**config.mk**
```make
export PLATFORM = sky130hd
export DESIGN_NAME = wss_ctrl
export DESIGN_NICKNAME = d
export VERILOG_FILES = /design/src/rtl/wss_pkg.sv /design/src/rtl/wss_ctrl.sv
export SDC_FILE = /design/constraint.sdc
export NUM_CORES = 1
export LEC_CHECK = 0
export BUFFER_PORTS_ARGS = -buffer_cell sky130_fd_sc_hd__buf_2
export CELL_PAD_IN_SITES_DETAIL_PLACEMENT = 2
export CELL_PAD_IN_SITES_GLOBAL_PLACEMENT = 2
export CORE_UTILIZATION = 24
export DETAILED_ROUTE_END_ITERATION = 8
export PLACE_DENSITY_LB_ADDON = 0.3
export SYNTH_ARGS = -nofsm -noshare
export SYNTH_HDL_FRONTEND = slang
export SYNTH_SLANG_ARGS = --single-unit
```
**constraint.sdc**
```tcl
create_clock -name clk -period 2.6 [get_ports clk]
set_clock_uncertainty 0.15 [all_clocks]
set_input_delay 0.26 -clock clk [delete_from_list [all_inputs] [get_ports clk]]
set_output_delay 0.26 -clock clk [all_outputs]
set_load 0.02 [all_outputs]
```
**src/rtl/wss_pkg.sv**
```systemverilog
// Package with shared types and constants of the subpixel splat block.
package wss_pkg;

  localparam int KIND_W    = 2;
  localparam int POS_W     = 6;
  localparam int FRAC_W    = 8;
  localparam int CH_W      = 8;
  localparam int OUT_POS_W = 7;
  localparam int PIX_W     = 3 * CH_W;
  localparam int IDX_W     = 2;

  typedef enum logic [KIND_W-1:0] {
    KIND_SPLAT = 2'd0,
    KIND_WRITE = 2'd1,
    KIND_READ  = 2'd2,
    KIND_NONE  = 2'd3
  } kind_t;

  typedef enum logic [1:0] {
    ST_CLEAR,
    ST_IDLE,
    ST_FIRST,
    ST_STEP
  } state_t;

  typedef struct packed {
    logic             load;
    logic             clear;
    logic             fetch;
    logic             commit;
    logic [IDX_W-1:0] idx;
  } wss_cmd_t;

  typedef struct packed {
    logic  clear_done;
    logic  out_free;
    kind_t item_kind;
  } wss_sts_t;

endpackage

```
**src/rtl/wss_ctrl.sv**
```systemverilog
// Controller state machine: clearing pass, item accept and pixel sequencing.
module wss_ctrl (
  input  logic              clk,
  input  logic              rst,
  input  logic              in_valid,
  input  wss_pkg::kind_t    in_kind,
  output logic              in_ready,
  input  wss_pkg::wss_sts_t sts,
  output wss_pkg::wss_cmd_t cmd
);
  import wss_pkg::*;

  state_t           state;
  state_t           state_next;
  logic [IDX_W-1:0] cnt;
  logic [IDX_W-1:0] cnt_next;
  logic             final_pix;

  assign final_pix = (sts.item_kind != KIND_SPLAT) || (cnt == {IDX_W{1'b1}});

  always_ff @(posedge clk) begin
    if (rst) begin
      state <= ST_CLEAR;
      cnt   <= '0;
    end else begin
      state <= state_next;
      cnt   <= cnt_next;
    end
  end

  always_comb begin
    state_next = state;
    cnt_next   = cnt;
    case (state)
      ST_CLEAR: begin
        if (sts.clear_done) state_next = ST_IDLE;
      end
      ST_IDLE: begin
        if (in_valid && (in_kind != KIND_NONE)) state_next = ST_FIRST;
      end
      ST_FIRST: begin
        state_next = ST_STEP;
        cnt_next   = '0;
      end
      ST_STEP: begin
        if (sts.out_free) begin
          if (final_pix) state_next = ST_IDLE;
          else cnt_next = cnt + 1'b1;
        end
      end
      default: state_next = ST_CLEAR;
    endcase
  end

  always_comb begin
    cmd      = '0;
    in_ready = 1'b0;
    case (state)
      ST_CLEAR: begin
        cmd.clear = 1'b1;
      end
      ST_IDLE: begin
        in_ready = 1'b1;
        cmd.load = in_valid;
      end
      ST_FIRST: begin
        cmd.fetch = 1'b1;
        cmd.idx   = '0;
      end
      ST_STEP: begin
        if (sts.out_free) begin
          cmd.commit = 1'b1;
          cmd.fetch  = !final_pix;
          cmd.idx    = cnt + 1'b1;
        end
      end
      default: cmd = '0;
    endcase
  end

endmodule

```
== Word level (Yosys, flattened, before mapping) ==
Cells that the tools add are included.
Cells by class
  muxes and demuxes: 15
  $add $sub $neg: 1
  reduce and logical (&&, ||, !) cells: 8
  equal/unequal tests: 10
Operators with widths (number)
  $mux W2: 7
  $ne A2 B2 Y1 const B: 6
  $pmux W2 S4: 1
  $eq A2 B2 Y1 const B: 3
  $mux W1: 4
  $mux W4: 1
  $pmux W2 S2: 1
  $reduce_and A4 Y1: 1
  $reduce_bool A2 Y1: 2
  $reduce_and A3 Y1: 1
  $add A2 B1 Y2 const B: 1
  $eq A2 B1 Y1 const B: 1
  $logic_not A2 Y1: 1
  $pmux W1 S2: 1
  $logic_and A1 B1 Y1: 1
  $logic_not A1 Y1: 1
  $logic_or A1 B1 Y1: 1
Word-level totals
  logic and storage cells: 36
  output and inout port bits: 7
  register bits after elaboration: 4
  input port bits: 9

== Depth between registers and ports, before layout ==
Gate-level depths: netlist of the first run.
  depth in word-level cells: 5
  gate-level depth with buffers: 5

== Least setup slack after synthesis of the first run ==
Ideal clock, no wire load.
  kind: register to register
  start: reg state[0]
  end: reg state[0]
  cell stages (with the launch flop): 6
  setup time: 0.087 ns
  slack: 0.950 ns
  data required time: 2.363 ns
  arrival time: 1.413 ns
  clock period less this slack: 1.650 ns
  path buffers: 0
  cells stage by stage: dfxtp_1 > inv_1 > ha_1 > nor2b_1 > or4b_1 > o31ai_1
Between the ends
  cells in the longest elaborated chain, start to end: 3
  elaborated cells between the ends (all ways): 10
  classes of those cells: 7 x eq/ne; 1 x mux; 2 x reduce/logical
RTL lines
  start: declaration: line wss_ctrl.sv:13  | state_t state;
  start signal: assignment: line wss_ctrl.sv:26  | state <= state_next;
  $eq A2 B1 Y1, or another cell as far along: line wss_ctrl.sv:34  | case (state)
  $ne A2 B2 Y1 (no line)
  $reduce_and A4 Y1 (no line)
Several ways; a longest one is shown, not always the timed one.
A chain may end at the register's enable or synchronous reset.

==> reports/results.ini, run 1 <==
[critical_path]
arrival_ns = 1.45
cp_max_fo = 5
cp.required_ns = 2.19
worst-setup-path-type = flop to primary output
worst_setup_path_end_kind = primary output
critPathLaunchType = flop

[synth]
synth.distinct_cells = 19
syn_area_um2 = 328
syn_inst = 37
avgSynthCellArea_um2 = 8.86
yosysSeqAreaShare_pct = 24.4
syn-num-nets = 51
ys_warn_count = 0
synth-seq-cells = 4

[sta]
setup_viol = 0
worstMarginPinSlew_ns = 0.444
rsz0062_at_grt = no
setup_tns_ns = 0
slew_violations = 0
relSlewSlack_pct = 70.0
finalHoldViolations = 0
fmax_ghz = 0.539
finalCriticalPeriod_ns = 1.86
period_share_pct = 71.4

[floorplanning]
die_w_um = 39.0
pin_count = 16
die-area_um2 = 1520
coreArea_um2 = 1190
dieHeight_um = 39.0
initial_utilization_pct = 27.6
row_count = 12

[finish]
area_growth_pct = 35.1
utilization_pct = 37.3
layoutNonFillerInstCount = 69
n_fill_cell = 152
layout-drive-gt1-share_pct = 38.2
n_antenna_cell = 0
final_common_cell = buf_2
final_cell_mix = buf_2, ha_1, inv_1, dfxtp_1
final_nets = 71

[global_route]
grt_use_met1_pct = 16.2
use_met3_pct = 3.47
gr-total-overflow = 0
antenna_found_initial = 0
grt_pass1_vias = 349
grt_usage_pct = 14.5
gr-usage-met2_pct = 25.0
top_usage_layer = met2
grt_first_pass_wirelength_mm = 1.45
grt_max_degree = 9

[power]
power_frac_comb_pct = 55.7
p_seq_share_pct = 24.5
switching_share_pct = 42.5
p_clk_share_pct = 19.8
p_sw_mw = 0.158
p_leak_nw = 0.220
p_int_mw = 0.214
peakVddDrop_v = 0.000331
powerDensity_nw_per_um2 = 840

[clock_network]
ctsHoldBuffers = 0
htreeDepth = 1
cts_buffers = 3
cts_tree = built
cts_num_sinks = 4
clk_pin_slew_ns = 0.04
cts_resized = 0
post_cts_buffers = 0
clock_latency_ns = 0.23
root_buffer = clkbuf_4
clk_path_buf_depth = 2

[job]
drv_cap = 0

[place]
place.port_buffers = 15
gp_congestion = 0.757
dp.cells = 66

[drt]
drtIter0Drc = 3
firstDrtPassIters = 2
drt_wl_total_um = 843
wire_per_inst_um = 12.2
viasPerCell = 4.90
antenna_left = 0
vias = 338
drc = 0

[hold_path]
worstHoldPathType = primary input to flop

[status]
status = finished, final reports clean

-- power by group through the flow --
stage	Combinational, mW	Sequential, mW	Clock, mW
after floorplan	0.155	0.0881	0
after global placement	0.202	0.0901	0
after detailed placement	0.211	0.0932	0
after CTS	0.212	0.0923	0.0785
after global routing	0.236	0.0940	0.0840
final	0.207	0.0913	0.0736
-- path summary, 6_finish.rpt --
kind	slack [ns]	start	depth (start not counted)	end
worst max-delay path	0.74	cnt[0]	4	cmd[3]
worst min register to register	0.38	state[1]	2	state[1]
worst min-delay path	0.13	rst	2	cnt[0]
worst max register to register	0.95	state[1]	4	state[1]
-- registers in the layout, summed over array words and instances, names as in the netlist --
register / cells
cnt: 2
state: 2
-- routing by layer --
layer	wire [um]	share of wire [%]	vias to the layer above
li1	-	-	167
met1	376	45	159
met2	412	49	12
met3	54	6.4	0
met4	0	0	0
met5	0	0	-
-- kinds of logic after synthesis --
kind of cell               after synthesis  share of synthesized area [%]
AOI/OAI and AO/OA                        8                           19.8
muxes                                    1                           3.05
buffers and inverters                    4                           4.58
DFF                                      4                           24.4
and+or+nand+nor                         15                           29.0
adders and majority gates                5                           19.1
-- synthesized netlist by cell type --
master | n | area share (%)
a21bo_2 | 1 | 3.1
o211ai_1 | 2 | 4.6
ha_1 | 5 | 19
nor4b_1 | 1 | 2.7
mux2i_1 | 1 | 3.1
or3_1 | 2 | 3.8
a21oi_1 | 2 | 3.1
o31ai_1 | 1 | 2.3
nand2b_1 | 3 | 5.7
and2_1 | 1 | 1.9
inv_1 | 4 | 4.6
or3_4 | 1 | 3.4
dfxtp_1 | 4 | 24
o21bai_1 | 1 | 2.3
nor2b_1 | 2 | 3.8
nor2_1 | 3 | 3.4
a2111oi_2 | 1 | 4.6
nand2_1 | 1 | 1.1
or4b_1 | 1 | 3.1
-- critical path, stage by stage, from the launching register on --
cell and delay, ns:
dfxtp_1 0.33, ha_1 0.22, or3_4 0.36, o21bai_1 0.13
buf_2 0.18
-- final cells by class --
class	count	area (um2)	area share, %
sequential	4	80.1	18.1
timing repair buffer	15	75.1	16.9
clock buffer	3	22.5	5.08
multi-input combinational	29	233	52.5
tap	14	17.5	3.95
inverter	4	15.0	3.39
-- metrics by stage --
step / area, um2 / power, mW / setup slack, ns / hold slack [ns]
global placement: 420 / 0.292 / 0.983 / 0.349
detailed placement: 420 / 0.304 / 0.924 / 0.368
finish: 443 / 0.372 / 0.743 / 0.133
global route: 443 / 0.414 / 0.654 / 0.132
CTS: 443 / 0.382 / 0.730 / 0.120
floorplan: 328 / 0.243 / 0.950 / 0.179
No activity file was read; power rests on OpenSTA's default activity.
==> inputs of run 2 (changes only) <==
CORE_UTILIZATION = 20   (was 24)
clock period = 1.7 ns   (was 2.6 ns; I/O delays follow)
==> reports/results.ini, run 2 (synthesis gave the netlist of run 1 again) <==
[critical_path]
r2r-end = state[0]
cp.required_ns = 1.38
r2r_cells = 5
crit_path_end = cmd[3]
reg2reg_slack_ns = 0.10
arrival_ns = 1.37
startpoint = cnt[0]
critPathLaunchType = flop
worst_setup_path_end_kind = primary output
worst-setup-path-type = flop to primary output
cp_max_fo = 5
rr_startpoint = state[0]

[global_route]
grt_pass1_vias = 331
gr-total-overflow = 0
antenna_found_initial = 0
grt_first_pass_wirelength_mm = 1.37
grt_usage_pct = 10.2
grt_max_degree = 9

[sta]
period_share_pct = 99.7
slew_violations = 0
setup_viol = 0
finalWorstSetupSlack_ns = 0.00535
setup_tns_ns = 0
finalHoldViolations = 0
relSlewSlack_pct = 74.4
finalCriticalPeriod_ns = 1.69
worstMarginPinSlew_ns = 0.384
rsz0062_at_grt = yes
fmax_ghz = 0.590

[clock_network]
cts_buffers = 3
clk_path_buf_depth = 2
ctsHoldBuffers = 0
clock_latency_ns = 0.23
post_cts_buffers = 0
cts_tree = built
htreeDepth = 1
root_buffer = clkbuf_4
clk_pin_slew_ns = 0.04
cts_num_sinks = 4

[drt]
route.met2.wl_um = 418
route.met3.wl_um = 69
drc = 0
drt_wl_total_um = 825
drt-met1-wl_um = 338
firstDrtPassIters = 1
highest_layer = met3
wire_per_inst_um = 11.6
viasPerCell = 4.97
vias = 353
antenna_left = 0
drtIter0Drc = 0

[hold_path]
worstHoldPathType = primary input to flop

[power]
p_int_mw = 0.337
powerDensity_nw_per_um2 = 1230
p_leak_nw = 0.219
p_seq_share_pct = 25.0
p_clk_share_pct = 19.9
power_frac_comb_pct = 55.1
p_sw_mw = 0.243
peakVddDrop_v = 0.000346
switching_share_pct = 41.9

[finish]
reg_top3 = cnt x2, state x2
multiInputGateArea_um2 = 254
layout-drive-gt1-share_pct = 49.1
final_cell_area_um2 = 473
area_growth_pct = 44.3
register_area_um2 = 83.8
n_fill_cell = 190
final_nets = 71
utilization_pct = 31.0
layoutNonFillerInstCount = 71
final_common_cell = buf_2
final_cell_mix = buf_2, inv_1, ha_1
n_antenna_cell = 0

[floorplanning]
row_count = 14
pin_count = 16
dieHeight_um = 42.5
initial_utilization_pct = 21.5
die-area_um2 = 1800
die_w_um = 42.5
coreArea_um2 = 1520

[place]
post_dp_cell_area_um2 = 423
place_hpwl_um = 721
dp.cells = 68
dp_worst_setup_slack_ns = 0.0439
place.port_buffers = 15
gp_congestion = 0.659

[status]
status = finished, final reports clean

[job]
drv_cap = 0

[run 2: cell types whose count changed in the layout (fill, tap and decap cells not counted)]
cell     delta
buf_2       -1
buf_4       +1
dfxtp_1     -3
dfxtp_2     +3
ha_1        -1
ha_4        +1
nand2_1     -1
nand2_2     +1
nor4b_1     -1
nor4b_2     +1
[run 2: routing by layer]
metal  track usage [%]  vias up
met3              3.02        0
met2              16.9       12
li1                  -      169
met5                 0        -
met1              10.6      172
met4              7.50        0
[run 2: power groups by stage]
| stage | combinational (mW) | clock, mW | sequential (mW) |
|---|---|---|---|
| after floorplan | 0.236 | 0 | 0.135 |
| after global placement | 0.316 | 0 | 0.138 |
| after detailed placement | 0.319 | 0 | 0.142 |
| after CTS | 0.325 | 0.125 | 0.141 |
| after global routing | 0.352 | 0.132 | 0.151 |
| final | 0.319 | 0.115 | 0.145 |
[run 2: worst min path at each step]
stage          start     end  slack [ns]  depth (start not counted)
2_1_floorplan    rst  cnt[0]        0.09                          1
3_3_place_gp     rst  cnt[1]        0.28                          2
3_5_place_dp     rst  cnt[1]        0.28                          2
4_1_cts          rst  cnt[0]        0.02                          2
5_1_grt          rst  cnt[0]        0.03                          2
6_report         rst  cnt[0]        0.03                          2
[run 2: what timing repair did]
| item | in CTS | in global routing |
|---|---|---|
| cloned | 0 | 0 |
| endpoints found under the setup margin | 1 | 5 |
| gates resized for setup | 4 | 4 |
| pin swaps | 0 | 0 |
[run 2: layout make-up]
class | count | share of cell area (%)
flip-flops and latches | 4 | 17.7
clock buffers | 3 | 4.76
repair buffers | 15 | 16.4
multi-input cells | 29 | 53.7
well taps | 16 | 4.23
inverters | 4 | 3.17
[run 2: critical path, stage by stage (launching register included)]
cell	delay (ns)
dfxtp_2	0.34
ha_4	0.16
or3_4	0.35
o21bai_1	0.14
buf_4	0.16
[run 2: stage by stage]
stage	hold slack, ns	power [mW]
after floorplan	0.0891	0.371
after global placement	0.283	0.454
after detailed placement	0.277	0.461
after CTS	0.0220	0.591
after global routing	0.0279	0.635
final	0.0253	0.580
==> inputs of run 3 (changes only) <==
CORE_UTILIZATION = 24   (was 20)
clock period = 2.2 ns   (was 1.7 ns; I/O delays follow)
==> reports/results.ini, run 3 (synthesis gave the netlist of run 1 again) <==
[sta]
slew_violations = 0
period_share_pct = 82.9
fmax_ghz = 0.548
rsz0062_at_grt = no
finalHoldViolations = 0
finalCriticalPeriod_ns = 1.82
worstMarginPinSlew_ns = 0.468
setup_tns_ns = 0
setup_viol = 0
finalWorstSetupSlack_ns = 0.376
relSlewSlack_pct = 68.3

[finish]
final_common_cell = buf_2
final_cell_mix = buf_2, ha_1, inv_1, dfxtp_1
area_growth_pct = 35.1
final_nets = 71
n_antenna_cell = 0
layout-drive-gt1-share_pct = 38.2
reg_top3 = cnt x2, state x2

[place]
place.port_buffers = 15
dp_worst_setup_slack_ns = 0.530
gp_congestion = 0.690
place_hpwl_um = 782

[power]
p_leak_nw = 0.220
powerDensity_nw_per_um2 = 996
peakVddDrop_v = 0.000406
power.total_mw = 0.441

[global_route]
grt_max_degree = 9
grt_usage_pct = 14.8
antenna_found_initial = 0
gr-total-overflow = 0
grt_first_pass_wirelength_mm = 1.41
grt_pass1_vias = 349

[drt]
drt_wl_total_um = 918
wire_per_inst_um = 13.3
drc = 0
antenna_left = 0
firstDrtPassIters = 4
viasPerCell = 4.94
vias = 341
drtIter0Drc = 3

[critical_path]
crit_chain = ha_1 -> or3_4 -> o21bai_1 -> buf_2
arrival_ns = 1.45
cp.required_ns = 1.83
cp_max_fo = 5
worst-setup-path-type = flop to primary output
critPathLaunchType = flop
critPathMaxStageDelay_ns = 0.36
worst_path_max_delay_cell = or3_4
worst_setup_path_end_kind = primary output

[floorplanning]
die-area_um2 = 1520
die_w_um = 39.0
initial_utilization_pct = 27.6
pin_count = 16
row_count = 12
dieHeight_um = 39.0
coreArea_um2 = 1190

[clock_network]
cts_num_sinks = 4
clk_pin_slew_ns = 0.04
cts_buffers = 3
root_buffer = clkbuf_4
clock_latency_ns = 0.23
post_cts_buffers = 0
ctsHoldBuffers = 0
cts_tree = built
htreeDepth = 1
clk_path_buf_depth = 2
cts_resized = 0

[status]
status = finished, final reports clean

[job]
drv_cap = 0

[hold_path]
worstHoldPathType = primary input to flop

-- run 3: where the power goes --
part	switching, mW	internal [mW]
clock	0.0265	0.0608
sequential	0.0159	0.0908
combinational	0.147	0.101
-- run 3: worst paths after layout --
path / startpoint / to / slack (ns) / cells after the start
worst min-delay path: rst / cnt[1] / 0.09 / 2
worst min register to register: cnt[1] / cnt[1] / 0.35 / 2
worst max-delay path: cnt[0] / cmd[3] / 0.38 / 4
worst max register to register: state[0] / state[0] / 0.53 / 5
-- run 3: per-stage QoR --
step	cells	hold WS [ns]	instance area (um2)	util [%]
floorplan	37	0.139	328	-
global placement	66	0.314	420	35.4
global route	69	0.0881	443	37.3
detailed placement	66	0.322	420	35.4
CTS	69	0.0816	443	37.3
finish	69	0.0894	443	37.3
-- run 3: layout make-up --
| cell class | instances | area, um2 |
|---|---|---|
| Clock buffer | 3 | 22.5 |
| Sequential cell | 4 | 80.1 |
| Inverter | 4 | 15.0 |
| Timing Repair Buffer | 15 | 75.1 |
| Multi-Input combinational cell | 29 | 233 |
| Fill cell | 144 | 743 |
| Tap cell | 14 | 17.5 |
-- run 3: per-layer routing --
| metal | GRT usage, % | share of wire (%) | up-vias |
|---|---|---|---|
| li1 | - | - | 169 |
| met1 | 14.6 | 41 | 160 |
| met2 | 26.7 | 55 | 12 |
| met3 | 3.47 | 4.7 | 0 |
| met4 | 10.3 | 0 | 0 |
| met5 | 0 | 0 | - |
-- run 3: worst max-delay path, delay by kind of cell (launching register included) --
kind / cells / cell delay (ns)
AOI/OAI and AO/OA: 1 / 0.13
adders and majority gates: 1 / 0.23
buffers and inverters: 1 / 0.18
DFF: 1 / 0.33
and+or+nand+nor: 1 / 0.36
